===== config.mk =====
export PLATFORM = sky130hd
export DESIGN_NAME = mail_body_content_scanner
export DESIGN_NICKNAME = d
export VERILOG_FILES = /design/src/rtl/msc_pkg.sv /design/src/rtl/msc_front.sv /design/src/rtl/msc_fifo.sv /design/src/rtl/msc_back.sv /design/src/rtl/mail_body_content_scanner.sv
export SDC_FILE = /design/constraint.sdc
export NUM_CORES = 1
export LEC_CHECK = 0
export BUFFER_PORTS_ARGS = -buffer_cell sky130_fd_sc_hd__buf_2
export CAP_MARGIN = 25
export CORE_UTILIZATION = 33
export DETAILED_ROUTE_END_ITERATION = 10
export PLACE_DENSITY_LB_ADDON = 0.15
export RECOVER_POWER = 100
export SETUP_SLACK_MARGIN = 0.3
export SYNTH_ARGS = -nofsm -noshare
export SYNTH_HDL_FRONTEND = slang
export SYNTH_SLANG_ARGS = --single-unit

===== constraint.sdc =====
create_clock -name clk -period 9.47 [get_ports clk]
set_clock_uncertainty 0.15 [all_clocks]
set_input_delay 0.4735 -clock clk [delete_from_list [all_inputs] [get_ports clk]]
set_output_delay 0.4735 -clock clk [all_outputs]
set_load 0.005 [all_outputs]

===== src/rtl/msc_pkg.sv =====
// ----------------------------------------------------------------------------
// msc_pkg
// types, character codes and defaults shared by the scanner modules
// ----------------------------------------------------------------------------
`timescale 1ns / 1ps

package msc_pkg;

	// defaults for top-level parameters
	localparam int unsigned COUNT_WIDTH_DEF = 32;
	localparam int unsigned QUEUE_DEPTH_DEF = 4;

	// width of every reported total
	localparam int unsigned OUT_WIDTH = 32;

	// character codes
	localparam logic [7:0] CH_NUL   = 8'h00;
	localparam logic [7:0] CH_TAB   = 8'h09;
	localparam logic [7:0] CH_LF    = 8'h0A;
	localparam logic [7:0] CH_FF    = 8'h0C;
	localparam logic [7:0] CH_CR    = 8'h0D;
	localparam logic [7:0] CH_SPACE = 8'h20;
	localparam logic [7:0] CH_DOT   = 8'h2E;
	localparam logic [7:0] CH_UP_F  = 8'h46;
	localparam logic [7:0] CH_LO_F  = 8'h66;
	localparam logic [7:0] CH_LO_M  = 8'h6D;
	localparam logic [7:0] CH_LO_O  = 8'h6F;
	localparam logic [7:0] CH_LO_R  = 8'h72;
	localparam logic [7:0] CH_DEL   = 8'h7F;

	// byte class, in decreasing priority
	typedef enum logic [2:0] {
		KIND_LF    = 3'd0,
		KIND_CR    = 3'd1,
		KIND_HIGH  = 3'd2,
		KIND_BLANK = 3'd3,
		KIND_NUL   = 3'd4,
		KIND_CTRL  = 3'd5,
		KIND_PRINT = 3'd6
	} byte_kind_t;

	// classified item handed from front to back
	typedef struct packed {
		logic       eod;
		byte_kind_t kind;
		logic       is_tab;
		logic       is_space;
		logic       is_dot;
		logic       is_f;
		logic       is_r;
		logic       is_o;
		logic       is_m;
	} byte_class_t;

	// one finished result
	typedef struct packed {
		logic [OUT_WIDTH-1:0] printable_total;
		logic [OUT_WIDTH-1:0] high_bit_total;
		logic [OUT_WIDTH-1:0] control_total;
		logic [OUT_WIDTH-1:0] nul_total;
		logic [OUT_WIDTH-1:0] line_break_total;
		logic [OUT_WIDTH-1:0] longest_line;
		logic                 saw_binary;
		logic                 saw_cr;
		logic                 saw_trailing_blank;
		logic                 saw_lone_dot;
		logic                 saw_from_line;
	} scan_result_t;

endpackage


===== src/rtl/msc_front.sv =====
// ----------------------------------------------------------------------------
// msc_front
// classifies each incoming byte into its kind and letter matches
// ----------------------------------------------------------------------------
`timescale 1ns / 1ps

module msc_front (
	input  logic [7:0]          data_byte,
	input  logic                end_of_data,
	output msc_pkg::byte_class_t cls
);
	import msc_pkg::*;

	// kind by priority: lf, cr, high bit, blank, nul, control, printable
	always_comb begin
		cls          = '0;
		cls.eod      = end_of_data;
		cls.is_tab   = (data_byte == CH_TAB);
		cls.is_space = (data_byte == CH_SPACE);
		cls.is_dot   = (data_byte == CH_DOT);
		cls.is_f     = (data_byte == CH_UP_F) || (data_byte == CH_LO_F);
		cls.is_r     = (data_byte == CH_LO_R);
		cls.is_o     = (data_byte == CH_LO_O);
		cls.is_m     = (data_byte == CH_LO_M);
		if (data_byte == CH_LF) begin
			cls.kind = KIND_LF;
		end else if (data_byte == CH_CR) begin
			cls.kind = KIND_CR;
		end else if (data_byte[7]) begin
			cls.kind = KIND_HIGH;
		end else if (data_byte == CH_TAB || data_byte == CH_FF) begin
			cls.kind = KIND_BLANK;
		end else if (data_byte == CH_NUL) begin
			cls.kind = KIND_NUL;
		end else if (data_byte < CH_SPACE || data_byte == CH_DEL) begin
			cls.kind = KIND_CTRL;
		end else begin
			cls.kind = KIND_PRINT;
		end
	end

endmodule


===== src/rtl/msc_fifo.sv =====
// ----------------------------------------------------------------------------
// msc_fifo
// short queue of classified items between front and back
// ----------------------------------------------------------------------------
`timescale 1ns / 1ps

module msc_fifo #(
	parameter int unsigned DEPTH = msc_pkg::QUEUE_DEPTH_DEF
) (
	input  logic                 clk,
	input  logic                 arst_n,
	input  logic                 wr_en,
	input  msc_pkg::byte_class_t wr_data,
	output logic                 full,
	input  logic                 rd_en,
	output msc_pkg::byte_class_t rd_data,
	output logic                 empty
);
	import msc_pkg::*;

	localparam int unsigned PTR_W = (DEPTH > 1) ? $clog2(DEPTH) : 1;
	localparam int unsigned CNT_W = $clog2(DEPTH + 1);

	byte_class_t        mem_q [DEPTH];
	logic [PTR_W-1:0]   wr_ptr_q;
	logic [PTR_W-1:0]   rd_ptr_q;
	logic [CNT_W-1:0]   count_q;

	function automatic logic [PTR_W-1:0] ptr_next(input logic [PTR_W-1:0] p);
		return (p == PTR_W'(DEPTH - 1)) ? '0 : p + PTR_W'(1);
	endfunction

	assign full    = (count_q == CNT_W'(DEPTH));
	assign empty   = (count_q == '0);
	assign rd_data = mem_q[rd_ptr_q];

	// entry storage
	always_ff @(posedge clk) begin
		if (wr_en) begin
			mem_q[wr_ptr_q] <= wr_data;
		end
	end

	// pointers and fill count
	always_ff @(posedge clk or negedge arst_n) begin
		if (!arst_n) begin
			wr_ptr_q <= '0;
			rd_ptr_q <= '0;
			count_q  <= '0;
		end else begin
			if (wr_en) begin
				wr_ptr_q <= ptr_next(wr_ptr_q);
			end
			if (rd_en) begin
				rd_ptr_q <= ptr_next(rd_ptr_q);
			end
			if (wr_en && !rd_en) begin
				count_q <= count_q + CNT_W'(1);
			end else if (rd_en && !wr_en) begin
				count_q <= count_q - CNT_W'(1);
			end
		end
	end

endmodule


===== src/rtl/msc_back.sv =====
// ----------------------------------------------------------------------------
// msc_back
// per-byte statistics update and result register
// ----------------------------------------------------------------------------
`timescale 1ns / 1ps

module msc_back #(
	parameter int unsigned COUNT_WIDTH = msc_pkg::COUNT_WIDTH_DEF
) (
	input  logic                  clk,
	input  logic                  arst_n,
	input  logic                  head_valid,
	input  msc_pkg::byte_class_t  head,
	output logic                  head_take,
	input  logic                  res_pop,
	output logic                  res_valid,
	output msc_pkg::scan_result_t res
);
	import msc_pkg::*;

	typedef logic [COUNT_WIDTH-1:0] cnt_t;

	localparam cnt_t CNT_MAX = '1;

	// counters and line state
	cnt_t print_q, high_q, ctrl_q, nul_q, brk_q, max_q, len_q;
	cnt_t print_d, high_d, ctrl_d, nul_d, brk_d, max_d, len_d;
	logic after_cr_q, blank_q, dot_q, from_q;
	logic after_cr_d, blank_d, dot_d, from_d;
	// sticky flags
	logic fl_bin_q, fl_cr_q, fl_blank_q, fl_dot_q, fl_from_q;
	logic fl_bin_d, fl_cr_d, fl_blank_d, fl_dot_d, fl_from_d;

	cnt_t         len_inc;
	cnt_t         line_max;
	cnt_t         hold_max;
	logic         res_valid_q;
	scan_result_t res_q;
	scan_result_t res_d;

	function automatic cnt_t sat_inc(input cnt_t v);
		return (v == CNT_MAX) ? v : v + cnt_t'(1);
	endfunction

	function automatic logic [OUT_WIDTH-1:0] clip_out(input cnt_t v);
		logic [63:0] w;
		w = 64'(v);
		return (|w[63:OUT_WIDTH]) ? '1 : w[OUT_WIDTH-1:0];
	endfunction

	// take the head unless it closes the stream while the last result waits
	assign head_take = head_valid && (!head.eod || !res_valid_q || res_pop);
	assign res_valid = res_valid_q;
	assign res       = res_q;

	assign len_inc  = sat_inc(len_q);
	assign line_max = (len_inc > max_q) ? len_inc : max_q;
	assign hold_max = (len_q > max_q) ? len_q : max_q;

	// result fields at end of data
	always_comb begin
		res_d                    = '0;
		res_d.printable_total    = clip_out(print_q);
		res_d.high_bit_total     = clip_out(high_q);
		res_d.control_total      = clip_out(ctrl_q);
		res_d.nul_total          = clip_out(nul_q);
		res_d.line_break_total   = clip_out(brk_q);
		res_d.longest_line       = clip_out(hold_max);
		res_d.saw_binary         = fl_bin_q || after_cr_q;
		res_d.saw_cr             = fl_cr_q;
		res_d.saw_trailing_blank = fl_blank_q;
		res_d.saw_lone_dot       = fl_dot_q;
		res_d.saw_from_line      = fl_from_q;
	end

	// next state for one item
	always_comb begin
		print_d    = print_q;
		high_d     = high_q;
		ctrl_d     = ctrl_q;
		nul_d      = nul_q;
		brk_d      = brk_q;
		max_d      = max_q;
		len_d      = len_q;
		after_cr_d = after_cr_q;
		blank_d    = blank_q;
		dot_d      = dot_q;
		from_d     = from_q;
		fl_bin_d   = fl_bin_q;
		fl_cr_d    = fl_cr_q;
		fl_blank_d = fl_blank_q;
		fl_dot_d   = fl_dot_q;
		fl_from_d  = fl_from_q;
		if (head.eod) begin
			// stream closed: everything back to reset values
			print_d    = '0;
			high_d     = '0;
			ctrl_d     = '0;
			nul_d      = '0;
			brk_d      = '0;
			max_d      = '0;
			len_d      = '0;
			after_cr_d = 1'b0;
			blank_d    = 1'b0;
			dot_d      = 1'b0;
			from_d     = 1'b0;
			fl_bin_d   = 1'b0;
			fl_cr_d    = 1'b0;
			fl_blank_d = 1'b0;
			fl_dot_d   = 1'b0;
			fl_from_d  = 1'b0;
		end else if (after_cr_q && head.kind == KIND_LF) begin
			// lf completing a crlf ends the line without counting
			fl_blank_d = fl_blank_q || blank_q;
			fl_dot_d   = fl_dot_q || dot_q;
			max_d      = hold_max;
			len_d      = '0;
			blank_d    = 1'b0;
			dot_d      = 1'b0;
			after_cr_d = 1'b0;
		end else begin
			// cr not followed by lf marks the body as binary
			if (after_cr_q) begin
				fl_bin_d = 1'b1;
			end
			after_cr_d = 1'b0;
			len_d      = len_inc;
			dot_d      = (len_q != '0) ? 1'b0 : dot_q;
			blank_d    = 1'b0;
			unique case (head.kind)
				KIND_LF: begin
					brk_d      = sat_inc(brk_q);
					fl_blank_d = fl_blank_q || blank_q;
					fl_dot_d   = fl_dot_q || dot_q;
					max_d      = line_max;
					len_d      = '0;
					dot_d      = 1'b0;
				end
				KIND_CR: begin
					brk_d      = sat_inc(brk_q);
					fl_cr_d    = 1'b1;
					after_cr_d = 1'b1;
					blank_d    = blank_q;
					dot_d      = dot_q;
				end
				KIND_HIGH: begin
					high_d = sat_inc(high_q);
				end
				KIND_BLANK: begin
					// tab leaves a blank pending, form feed does not
					print_d = sat_inc(print_q);
					blank_d = head.is_tab;
				end
				KIND_NUL: begin
					nul_d  = sat_inc(nul_q);
					ctrl_d = sat_inc(ctrl_q);
				end
				KIND_CTRL: begin
					ctrl_d = sat_inc(ctrl_q);
				end
				KIND_PRINT: begin
					print_d = sat_inc(print_q);
					blank_d = head.is_space;
					if (len_q == '0) begin
						from_d = head.is_f;
						dot_d  = head.is_dot;
					end else if (from_q) begin
						// match "rom" at line positions two to four
						if (len_q == cnt_t'(1)) begin
							from_d = head.is_r;
						end else if (len_q == cnt_t'(2)) begin
							from_d = head.is_o;
						end else if (len_q == cnt_t'(3)) begin
							fl_from_d = fl_from_q || head.is_m;
							from_d    = 1'b0;
						end
					end
				end
				default: begin
				end
			endcase
		end
	end

	// statistics state
	always_ff @(posedge clk or negedge arst_n) begin
		if (!arst_n) begin
			print_q    <= '0;
			high_q     <= '0;
			ctrl_q     <= '0;
			nul_q      <= '0;
			brk_q      <= '0;
			max_q      <= '0;
			len_q      <= '0;
			after_cr_q <= 1'b0;
			blank_q    <= 1'b0;
			dot_q      <= 1'b0;
			from_q     <= 1'b0;
			fl_bin_q   <= 1'b0;
			fl_cr_q    <= 1'b0;
			fl_blank_q <= 1'b0;
			fl_dot_q   <= 1'b0;
			fl_from_q  <= 1'b0;
		end else if (head_take) begin
			print_q    <= print_d;
			high_q     <= high_d;
			ctrl_q     <= ctrl_d;
			nul_q      <= nul_d;
			brk_q      <= brk_d;
			max_q      <= max_d;
			len_q      <= len_d;
			after_cr_q <= after_cr_d;
			blank_q    <= blank_d;
			dot_q      <= dot_d;
			from_q     <= from_d;
			fl_bin_q   <= fl_bin_d;
			fl_cr_q    <= fl_cr_d;
			fl_blank_q <= fl_blank_d;
			fl_dot_q   <= fl_dot_d;
			fl_from_q  <= fl_from_d;
		end
	end

	// result valid
	always_ff @(posedge clk or negedge arst_n) begin
		if (!arst_n) begin
			res_valid_q <= 1'b0;
		end else if (head_take && head.eod) begin
			res_valid_q <= 1'b1;
		end else if (res_pop) begin
			res_valid_q <= 1'b0;
		end
	end

	// result payload
	always_ff @(posedge clk) begin
		if (head_take && head.eod) begin
			res_q <= res_d;
		end
	end

endmodule


===== src/rtl/mail_body_content_scanner.sv =====
// ----------------------------------------------------------------------------
// mail_body_content_scanner
// byte-wise mail body statistics for transfer encoding choice
// ----------------------------------------------------------------------------
// Input side is a queue: drive data_byte / end_of_data with push while full is
// low; one item is taken per such edge. An item with end_of_data closes the
// stream and yields one result; every other item yields none.
// Result side is a queue: while empty is low the result is on the ports and
// pop takes it.
// Throughput: one item per cycle while no waiting result stalls the back end,
// set by the per-item update in the back end. A closing item passes the item
// queue and then the result register before its result shows on the ports.
// A QUEUE_DEPTH-entry item queue (four by default) sits between classifier
// and statistics unit; a single result register follows the statistics unit.
// A waiting result stalls the back end only when the next closing item
// reaches it; bytes keep flowing until then, and the queue then fills and
// raises full.
// Reset clears queue, counters, flags and result valid; empty is high and
// full is low after reset.
// ----------------------------------------------------------------------------
`timescale 1ns / 1ps

module mail_body_content_scanner #(
	parameter int unsigned COUNT_WIDTH = msc_pkg::COUNT_WIDTH_DEF,
	parameter int unsigned QUEUE_DEPTH = msc_pkg::QUEUE_DEPTH_DEF
) (
	input  logic                          clk,
	input  logic                          arst_n,
	input  logic                          push,
	output logic                          full,
	input  logic [7:0]                    data_byte,
	input  logic                          end_of_data,
	output logic                          empty,
	input  logic                          pop,
	output logic [msc_pkg::OUT_WIDTH-1:0] printable_total,
	output logic [msc_pkg::OUT_WIDTH-1:0] high_bit_total,
	output logic [msc_pkg::OUT_WIDTH-1:0] control_total,
	output logic [msc_pkg::OUT_WIDTH-1:0] nul_total,
	output logic [msc_pkg::OUT_WIDTH-1:0] line_break_total,
	output logic [msc_pkg::OUT_WIDTH-1:0] longest_line,
	output logic                          saw_binary,
	output logic                          saw_cr,
	output logic                          saw_trailing_blank,
	output logic                          saw_lone_dot,
	output logic                          saw_from_line
);
	import msc_pkg::*;

	byte_class_t  in_cls;
	byte_class_t  head_cls;
	logic         q_full;
	logic         q_empty;
	logic         head_take;
	logic         res_valid;
	scan_result_t res;

	// front: classify incoming bytes
	msc_front u_front (
		.data_byte   (data_byte),
		.end_of_data (end_of_data),
		.cls         (in_cls)
	);

	// item queue between front and back
	msc_fifo #(
		.DEPTH (QUEUE_DEPTH)
	) u_fifo (
		.clk     (clk),
		.arst_n  (arst_n),
		.wr_en   (push && !q_full),
		.wr_data (in_cls),
		.full    (q_full),
		.rd_en   (head_take),
		.rd_data (head_cls),
		.empty   (q_empty)
	);

	// back: statistics and result register
	msc_back #(
		.COUNT_WIDTH (COUNT_WIDTH)
	) u_back (
		.clk        (clk),
		.arst_n     (arst_n),
		.head_valid (!q_empty),
		.head       (head_cls),
		.head_take  (head_take),
		.res_pop    (pop && res_valid),
		.res_valid  (res_valid),
		.res        (res)
	);

	// queue-style handshakes and result fields
	assign full               = q_full;
	assign empty              = !res_valid;
	assign printable_total    = res.printable_total;
	assign high_bit_total     = res.high_bit_total;
	assign control_total      = res.control_total;
	assign nul_total          = res.nul_total;
	assign line_break_total   = res.line_break_total;
	assign longest_line       = res.longest_line;
	assign saw_binary         = res.saw_binary;
	assign saw_cr             = res.saw_cr;
	assign saw_trailing_blank = res.saw_trailing_blank;
	assign saw_lone_dot       = res.saw_lone_dot;
	assign saw_from_line      = res.saw_from_line;

endmodule


# After elaboration in Yosys (flattened, before gate mapping)
# Memory sizes are Yosys's and may differ from the RTL's.
# Index checks and enable logic that the tools add are counted.
# totals
memories	1
output_inout_bits	199
ramBits	44
word_cells	223
regBits	438
input_bits	13
# memory_table
name	words	width	read_ports	rd_clocked_by_memory_dff	wr	line	text
u_fifo.mem_q	4	11	1	0	1	msc_fifo.sv:24	byte_class_t mem_q [DEPTH];
# op_classes
order_cmp	3
reduce_logical	56
add_sub_neg	10
eq_ne	40
muxes	82
# op_table
cell	count
32-bit two-way mux	29
32-bit by 1-bit adder with 32-bit output (second input constant)	6
32-bit equality test (second input constant)	6
32-bit by 2-bit equality test with 1-bit output (second input constant)	2
32-bit greater-than comparator	2
8-bit by 7-bit equality test with 1-bit output (second input constant)	6
1-bit two-way mux	41
32-bit by 1-bit equality test with 1-bit output (second input constant)	1
8-bit by 4-bit equality test with 1-bit output (second input constant)	4
32-bit logical NOT	1
32-bit nonzero test	1
2-bit nonzero test	12
3-bit two-way mux	7
4-bit AND reduction	5
2-bit by 1-bit inequality test with 1-bit output (second input constant)	9
8-bit by 6-bit equality test with 1-bit output (second input constant)	2
3-bit equality test (second input constant)	4
3-bit AND reduction	4
1-bit logical OR	9
8-bit logical NOT	1
8-bit by 6-bit less-than comparator with 1-bit output (second input constant)	1
8-bit AND reduction	1
1-bit logical AND	7
3-bit by 2-bit equality test with 1-bit output (second input constant)	2
other kinds (13)	28

# Depth between registers and ports, before layout
# Gate-level depths: netlist of run 1.
# An unclocked memory read counts as a cell.
# logic_depth
ltp_word	10
ltp_mapped	16
depth_no_buf	14

# Hierarchy
# Synthesis of run 1 repeated with hierarchy kept, for this count alone.
# hier_totals
hier_cells	1960
hier_area_um2	22736.8
# by_module_without_submodules
mod	area_per_inst_um2	seq_area_each_um2	n_inst	cells_per_inst
msc_back	20465.9	11771.3	1	1826
msc_fifo	2009.4	1496.4	1	94
msc_front	234.0	0.0	1	36
mail_body_content_scanner	27.5	0.0	1	4

# Least setup slack after synthesis of run 1
# OpenSTA, ideal clock, no wires.
# synth_path
kind	register -> register
startpoint	register u_fifo.rd_ptr_q[0]
endpoint	register u_back.res_q (netlist bit u_back.res[0]), enable pin
setup_ps	638
setup_slack_ps	1492
path_buffers	4
period_less_slack_ps	7978
required_ps	8682
t_arrival_ps	7189
path_stages_with_launch	8
path_cell_list	dfrtp_1 buf_6 mux4_2 clkbuf_1 nand3_1 inv_1 clkbuf_1 clkbuf_1
# synth_between
elab_chain_len	6
# synth_lines
item	line	text
start, declared	msc_fifo.sv:26	logic [PTR_W-1:0] rd_ptr_q;
start signal, assigned	msc_fifo.sv:55	rd_ptr_q <= ptr_next(rd_ptr_q);
memory read 4 x 11 bit (*)	n/a	
1-bit logical NOT	msc_back.sv:52	assign head_take = head_valid && (!head.eod || !res_valid_q || res_pop);
1-bit logical OR (2 in a row)	msc_back.sv:52	
1-bit logical AND	msc_back.sv:52	
1-bit logical AND (*)	msc_back.sv:237	if (head_take && head.eod) begin
end signal, assigned	msc_back.sv:238	res_q <= res_d;
end, declared	msc_back.sv:38	scan_result_t res_q;
# Every way passes the cells marked *; elsewhere a longest branch is shown, timed or not.
# A chain may end at the register's enable or synchronous reset.

# Worst setup path in the final report of run 1
# layout_path
startpoint	register u_fifo.rd_ptr_q[0]
endpoint	register u_back.max_q[6]
# layout_between
elab_chain_len	6
word_cells_on_any_way	12
classes_between	2 x mux; 9 x reduce/logical; 1 x memory
# layout_lines
item	line	text
memory read 4 x 11 bit (*)	n/a	
branches (longest 5 deep; another with 3-bit logical NOT)	n/a	
end signal, assigned	msc_back.sv:210	max_q <= max_d;
end, declared	msc_back.sv:26	cnt_t print_q, high_q, ctrl_q, nul_q, brk_q, max_q, len_q;
# Every way passes the cells marked *.

==> results of run 1 <==
[synth_stat cells (13+ instances only)]
| cell | n | area, sq um |
|---|---|---|
| a21oi_1 | 40 | 200.2 |
| a22o_1 | 13 | 113.9 |
| and2_1 | 33 | 206.5 |
| and3_1 | 41 | 256.5 |
| and4_1 | 31 | 271.5 |
| clkbuf_1 | 83 | 311.6 |
| dfrtp_1 | 241 | 6031 |
| edfxtp_1 | 241 | 7237 |
| ha_1 | 79 | 988.5 |
| inv_1 | 87 | 326.6 |
| mux2i_1 | 25 | 250.2 |
| nand2_1 | 139 | 521.8 |
| nand3_1 | 101 | 505.5 |
| nand4_1 | 104 | 650.6 |
| nor2_1 | 194 | 728.2 |
| nor3_1 | 42 | 210.2 |
| nor4_1 | 31 | 193.9 |
| o211ai_1 | 20 | 150.1 |
| o21ai_0 | 80 | 400.4 |
| o31ai_1 | 13 | 97.59 |
| or3_1 | 13 | 81.33 |
| xnor2_1 | 77 | 674.4 |
| xor2_1 | 93 | 814.5 |
[per-layer routing]
metal  vias up  routed length [microns]  global-route usage
met3        82                     2708             0.02563
li1       7638                        -                   -
met2       385                    28510              0.2800
met1      7999                    28550              0.2453
met5         -                        0                   0
met4         0                     1470             0.04918
[final cells by class]
| class | count | area, sq um | share of cell area |
|---|---|---|---|
| timing repair buffer | 240 | 1216 | 0.04594 |
| multi-input combinational | 1312 | 8691 | 0.3283 |
| tap | 873 | 1092 | 0.04126 |
| inverter | 88 | 337.8 | 0.01276 |
| sequential | 482 | 13270 | 0.5012 |
| clock inverter | 29 | 385.4 | 0.01456 |
| clock buffer | 71 | 1484 | 0.05605 |
[cells by family (layout without fill, tap and decap cells)]
logic type	Yosys count	after routing	share of synthesized area
buffers and inverters	186	428	0.03229
xor gates and xnor gates	170	170	0.06568
AOI/OAI and AO/OA	243	243	0.07075
adders and majority gates	80	80	0.04448
DFF	482	482	0.5852
muxes	42	42	0.02495
and+or+nand+nor	777	777	0.1766
[worst reg2reg max path, stage by stage, from the launching register on]
cell and delay [ps]:
dfrtp_1 880, mux4_2 590, clkbuf_1 620, a21oi_1 1450, clkbuf_1 470, clkinv_1 160, a21oi_1 130, clkbuf_1 1050
o21ai_0 350, buf_4 320, nor2_2 560, o221ai_1 210
[state kept, by name, summed over array words and instances (netlist names), 2 cells and up]
name and cells:
u_back.res 197, u_fifo.mem_q 44, u_back.brk_q 32, u_back.ctrl_q 32
u_back.high_q 32, u_back.len_q 32, u_back.max_q 32, u_back.nul_q 32
u_back.print_q 32, u_fifo.count_q 3, u_fifo.rd_ptr_q 2, u_fifo.wr_ptr_q 2
[timing repair]
| item | in CTS | in global routing |
|---|---|---|
| endpoints found under the setup margin | 0 | 0 |
| buffers inserted | 0 | 0 |
| hold buffers | 2 | 0 |
| endpoints found under the hold margin | 107 | 0 |
[stage by stage]
step	instances	hold slack [ps]
floorplan	1980	27.91
global placement	2986	286.0
detailed placement	2990	289.7
CTS	3092	56.06
global route	3095	105.3
finish	3095	92.68
[worst max-delay path by stage]
| stage | startpoint | end | cells past startpoint |
|---|---|---|---|
| floorplan | u_fifo.rd_ptr_q[0] | u_back.res[0] | 7 |
| global placement | u_back.len_q[21] | u_back.max_q[30] | 14 |
| detailed placement | u_back.len_q[21] | u_back.max_q[23] | 13 |
| CTS | u_back.len_q[21] | u_back.max_q[27] | 14 |
| global route | u_fifo.rd_ptr_q[0] | u_back.max_q[6] | 11 |
| finish | u_fifo.rd_ptr_q[0] | u_back.max_q[6] | 11 |
[power by group through the flow]
stage | Combinational (mW) | Clock, mW | Sequential, mW
floorplan | 1.35 | 0 | 3.19
global placement | 2.51 | 0 | 3.12
detailed placement | 2.58 | 0 | 3.12
CTS | 2.59 | 2.26 | 3.09
global route | 2.72 | 2.34 | 3.15
finish | 2.51 | 2.19 | 3.09
==> metrics.md, run 1 <==
| Metric | Value |
|---|---|
| Outcome | complete, but fails checks |
| Failing checks | max-capacitance violations, max-slew violations |
| Core Region | 67,510 sq um |
| Leakage power | 10.78 nW |
| Final ANT Viol Nets | 0 |
| Required @ worst endpoint | 9770 ps |
| Post-layout util | 0.3921 |
| Register-to-Register Path Depth | 11 |
| CTS H-tree depth | 2 |
| Slowest cell on crit path | a21oi_1 |
| Arr. time, crit path | 7400 ps |
| Slew Limit Fails | 189 |
| Synth Net Count | 2,073 |
| Hold/Removal Path Class | in -> reg |
| Initial antenna violation count | 0 |
| R2R setup slack | 2370 ps |
| CP delay by family, top | buffers and inverters |
| Post-CTS sizing | 0 |
| Die area | 69,750 sq um |
| Synth cell types | 71 |
| Fin. Hold Viols | 0 |
| First-pass GRT wire length | 95.83 mm |
| Combinational share of power | 0.322 |
| Placed cell area | 24,710 sq um |
| RSZ-0062 raised after global routing | false |
| Clock buffer count from CTS | 53 |
| # fillers | 6,622 |
| P&R area growth vs syn | 16.78% |
| Layout cells sized above 1 | 0.1031 |
| Clock buffer depth | 3 |
| Reg-to-Reg Start | u_fifo.rd_ptr_q[0] |
| Worst-case vdd ir drop | 245.7 uV |
| Count of flip-flops with a built-in enable after synthesis | 241 |
| Avg Inst Size Synth | 11.45 sq um |
| Commonest cells after routing, fill and taps aside | dfrtp_1 (241), edfxtp_1 (241), nor2_1 (194), nand2_1 (139), clkbuf_1 (137) |
| DRT Pass-1 Iters | 5 |
| Minimum clock period | 7095 ps |
| Pin slew with the least headroom to its limit | 2019 ps |
| PnR worst setup slack | 2375 ps |
| Total clock sinks | 482 |
| Hpwl dp | 41.20 mm |
| Average wire per standard cell | 19.78 microns |
| CTS root buf | clkbuf_16 |
| Final nets | 2,270 |
| Cell mode on critical path | clkbuf_1 |
| Fin crit share | 0.7492 |
| Final setup vio count | 0 |
| CTS tree | yes |
| Sw Ratio | 0.3772 |
| End of the worst register-to-register path | u_back.max_q[6] |
| Gr usage total | 0.1747 |
| Asr flop ratio synth | 0.5000 |
| Yosys warns | 0 |
| Vias post-DR | 16,100 |
| NetSw | 2.938 mW |
| Chip Height | 264.1 microns |
| Count of input and output buffers | 211 |
| Int Power | 4.850 mW |
| MaxCap Viol Count | 5 |
| Crit path largest cell delay | 1440 ps |
| Worst slew margin | -0.3458 |
| Vias in the first global route | 15,890 |
| Min-delay src | pop |
| Setup TNS | 0 ps |
| Routed wire length | 61.23 mm |
| Critical Path, Cell by Cell | mux4_2 -> clkbuf_1 -> a21oi_1 -> clkbuf_1 -> clkinv_1 -> a21oi_1 -> clkbuf_1 -> o21ai_0 -> buf_4 -> nor2_2 -> o221ai_1 |
| Critical path peak fanout | 23 |
| Worst Path Buf+Inv | 5 |
| Antenna Cells | 0 |
| Synth Instances | 1,980 |
| Remaining global-route overflow | 0 |
| Worst Hold Depth | 3 |
| Cell area power density | 294.2 nW/um^2 |
| Worst Hold End | u_back.res_valid |
| Sequential share of power | 0.396 |
| Critical path capture point type | register |
| Mapped Area | 22,670 sq um |
| Max Fclk | 140.9 MHz |
| Starting DRT DRC Count | 1,280 |
| Final Power | 7.788 mW |
| Yosys reg bits | 482 |
| Pre-CTS worst setup slack | 4101 ps |
| Clk slew on worst S/H paths | 60 ps |
| Post-DR vias/cell | 5.203 |
| Design Area, Final | 26,470 sq um |
| Die span in x | 264.1 microns |
| Initial core utilization | 0.3358 |
| Primary FF master, synth | edfxtp_1 |
| RD Place Congestion | 0.8876 |
| Largest net degree at the start of global routing | 139 |
| Setup CP Type | reg -> reg |
| Clk Latency, worst-skew pair | 620 ps |
| Critical Path Source Type | register |
| FP Rows | 95 |
| Post-synthesis sequential area ratio | 0.5852 |
| Clock share of power | 0.282 |
| IO Pins | 212 |
| DRC Markers | 0 |
Power figures use the tool's default switching activity.
==> run 2, diff against run 1 <==
==> constraint.sdc (replaced) <==
create_clock -name clk -period 6.4 [get_ports clk]
set_clock_uncertainty 0.15 [all_clocks]
set_input_delay 0.32 -clock clk [delete_from_list [all_inputs] [get_ports clk]]
set_output_delay 0.32 -clock clk [all_outputs]
set_load 0.005 [all_outputs]
==> metrics.md, run 2 (synthesis results as in run 1) <==
| Metric | Value |
|---|---|
| Max reg flops | 197 (unchanged) |
| Slowest cell on crit path | nor4_1 |
| Reg-to-Reg Start | u_back.len_q[30] |
| Crit path largest cell delay | 980 ps (-460 ps) |
| CTS root buf | clkbuf_16 |
| First-pass GRT wire length | 96.41 mm (+0.60%) |
| Initial antenna violation count | 3 (+3) |
| Remaining global-route overflow | 0 (unchanged) |
| Cell area power density | 433.8 nW/um^2 (+47%) |
| CP delay by family, top | buffers and inverters |
| # fillers | 6,559 (-0.95%) |
| Post-DR vias/cell | 5.206 (about the same) |
| Setup TNS | 0 ps (unchanged) |
| Cell mode on critical path | clkbuf_1 |
| Max Fclk | 179.5 MHz (+27%) |
| Setup crit start | u_back.len_q[30] |
| Hpwl dp | 41.97 mm (+1.9%) |
| Cell Count, Final, Fillers Out | 3,108 (+0.42%) |
| Critical Path Source Type | register |
| Layout cells sized above 1 | 0.09664 (-0.006416) |
| CTS tree | yes |
| Clock buffer depth | 3 (unchanged) |
| Commonest cells after routing, fill and taps aside | dfrtp_1 (241), edfxtp_1 (241), nor2_1 (196), clkbuf_1 (145), nand2_1 (139) |
| Post-layout util | 0.3912 (-0.0009450) |
| Fin. Hold Viols | 0 (unchanged) |
| Average wire per standard cell | 20.00 microns (+1.1%) |
| DRT Pass-1 Iters | 5 (unchanged) |
| Outcome | complete, but fails checks |
| Worst Path Buf+Inv | 4 (-1) |
| Die area | 69,750 sq um (unchanged) |
| Leakage power | 10.74 nW (-0.39%) |
| Count of input and output buffers | 211 (unchanged) |
| DRC Markers | 0 (unchanged) |
| Failing checks | max-capacitance violations, max-slew violations |
| Vias post-DR | 16,180 (+0.47%) |
| Total clock sinks | 482 (unchanged) |
| Worst-case vdd ir drop | 243.9 uV (-0.74%) |
| Critical path capture point type | register |
| Chip Height | 264.1 microns (unchanged) |
| Critical path peak fanout | 14 (-39%) |
| Starting DRT DRC Count | 1,265 (-1.2%) |
| Critical Path, Cell by Cell | ha_1 -> nand4_1 -> nor4_1 -> o311ai_0 -> clkbuf_1 -> nand2_1 -> clkbuf_1 -> clkbuf_1 -> mux2i_1 -> inv_1 |
| Min-delay src | data_byte[0] |
| Hold/Removal Path Class | in -> reg |
| RD Place Congestion | 0.8663 (-2.4%) |
| MaxCap Viol Count | 6 (+1) |
| Largest net degree at the start of global routing | 157 (+13%) |
| Pin slew with the least headroom to its limit | 4516 ps (+2497 ps) |
| Arr. time, crit path | 5760 ps (-1640 ps) |
| Gr usage total | 0.1765 (+0.001810) |
| Final nets | 2,282 (+0.53%) |
| Die span in x | 264.1 microns (unchanged) |
| FP Rows | 95 (unchanged) |
| Clock buffer count from CTS | 54 (+1.9%) |
| Post-CTS setup buffer count | 0 (unchanged) |
| Worst slew margin | -2.010 (-1.665) |
| Required @ worst endpoint | 6590 ps (-3180 ps) |
| Routed wire length | 62.15 mm (+1.5%) |
| Final Power | 11.46 mW (+47%) |
| Final ANT Viol Nets | 0 (unchanged) |
| RSZ-0062 raised after global routing | false |
| Clk Latency, worst-skew pair | 610 ps (about the same) |
| Slew Limit Fails | 315 (+67%) |
| Minimum clock period | 5571 ps (-1524 ps) |
| Final setup vio count | 0 (unchanged) |
| Antenna Cells | 0 (unchanged) |
| Setup CP Type | reg -> reg |
| Hold Buf Count CTS | 6 (+4) |
| CTS H-tree depth | 2 (unchanged) |
| Post-CTS sizing | 0 (unchanged) |
| Clk slew on worst S/H paths | 60 ps (about the same) |
| Fin crit share | 0.8705 (+0.1213) |
| Core Region | 67,510 sq um (unchanged) |
| Initial core utilization | 0.3358 (unchanged) |
| Placed cell count | 2,997 (+0.23%) |
| IO Pins | 212 (unchanged) |
| Vias in the first global route | 15,950 (+0.38%) |
| P&R area growth vs syn | 16.50% |
| Final hold slack | 36.91 ps (-55.77 ps) |
[run 2: cell count changes in the layout (fill, tap and decap cells not counted), moves of 5 or more]
cell,before,now
buf_2,94,88
buf_4,7,12
clkbuf_1,137,145
clkbuf_8,9,1
clkinv_1,4,14
[run 2: layout make-up]
type | count | area (sq um) | share of cell area
Sequential cell | 482 | 13270 | 0.5024
Multi-Input combinational cell | 1312 | 8657 | 0.3278
Clock buffer | 66 | 1470 | 0.05567
Timing Repair Buffer | 251 | 1212 | 0.04591
Tap cell | 873 | 1092 | 0.04136
Clock inverter | 36 | 372.9 | 0.01412
Inverter | 88 | 337.8 | 0.01279
[run 2: path summary, 6_finish.rpt]
| check | slack, ps | to | depth (start not counted) |
|---|---|---|---|
| setup / recovery | 830 | u_back.res[27] | 10 |
| hold / removal | 40 | u_fifo.mem_q[3][4] | 2 |
| setup reg to reg | 830 | u_back.res[27] | 10 |
| hold reg to reg | 300 | u_back.res[186] | 0 |
| max in group asynchronous | 1570 | u_back.max_q[7] | 2 |
| min in group asynchronous | 1910 | u_back.high_q[14] | 2 |
[run 2: layer usage]
layer  track usage  routed length, microns  vias up
li1              -                       -     7637
met1        0.2461                   28870     8058
met2        0.2856                   29070      395
met3       0.02507                    2728       90
met4       0.04965                    1485        0
met5             0                       0        -
[run 2: metrics by stage]
stage	instance area [sq um]	worst slack, ps
floorplan	22670	1492
global placement	24680	1292
detailed placement	24740	1197
CTS	26640	1196
global route	26410	416.0
finish	26410	828.9
[run 2: worst reg2reg max path, cell delays in order, from the launching register on]
cell and delay, ps:
dfrtp_1 490, ha_1 380, nand4_1 250, nor4_1 980, o311ai_0 440, clkbuf_1 260
nand2_1 440, clkbuf_1 660, clkbuf_1 710, mux2i_1 460, inv_1 70
[run 2: report_power, final]
part           internal, mW  leakage [nW]  switching [mW]
clock                  1.91         0.901            1.30
combinational         0.990          4.16            2.67
sequential             4.22          5.68           0.361
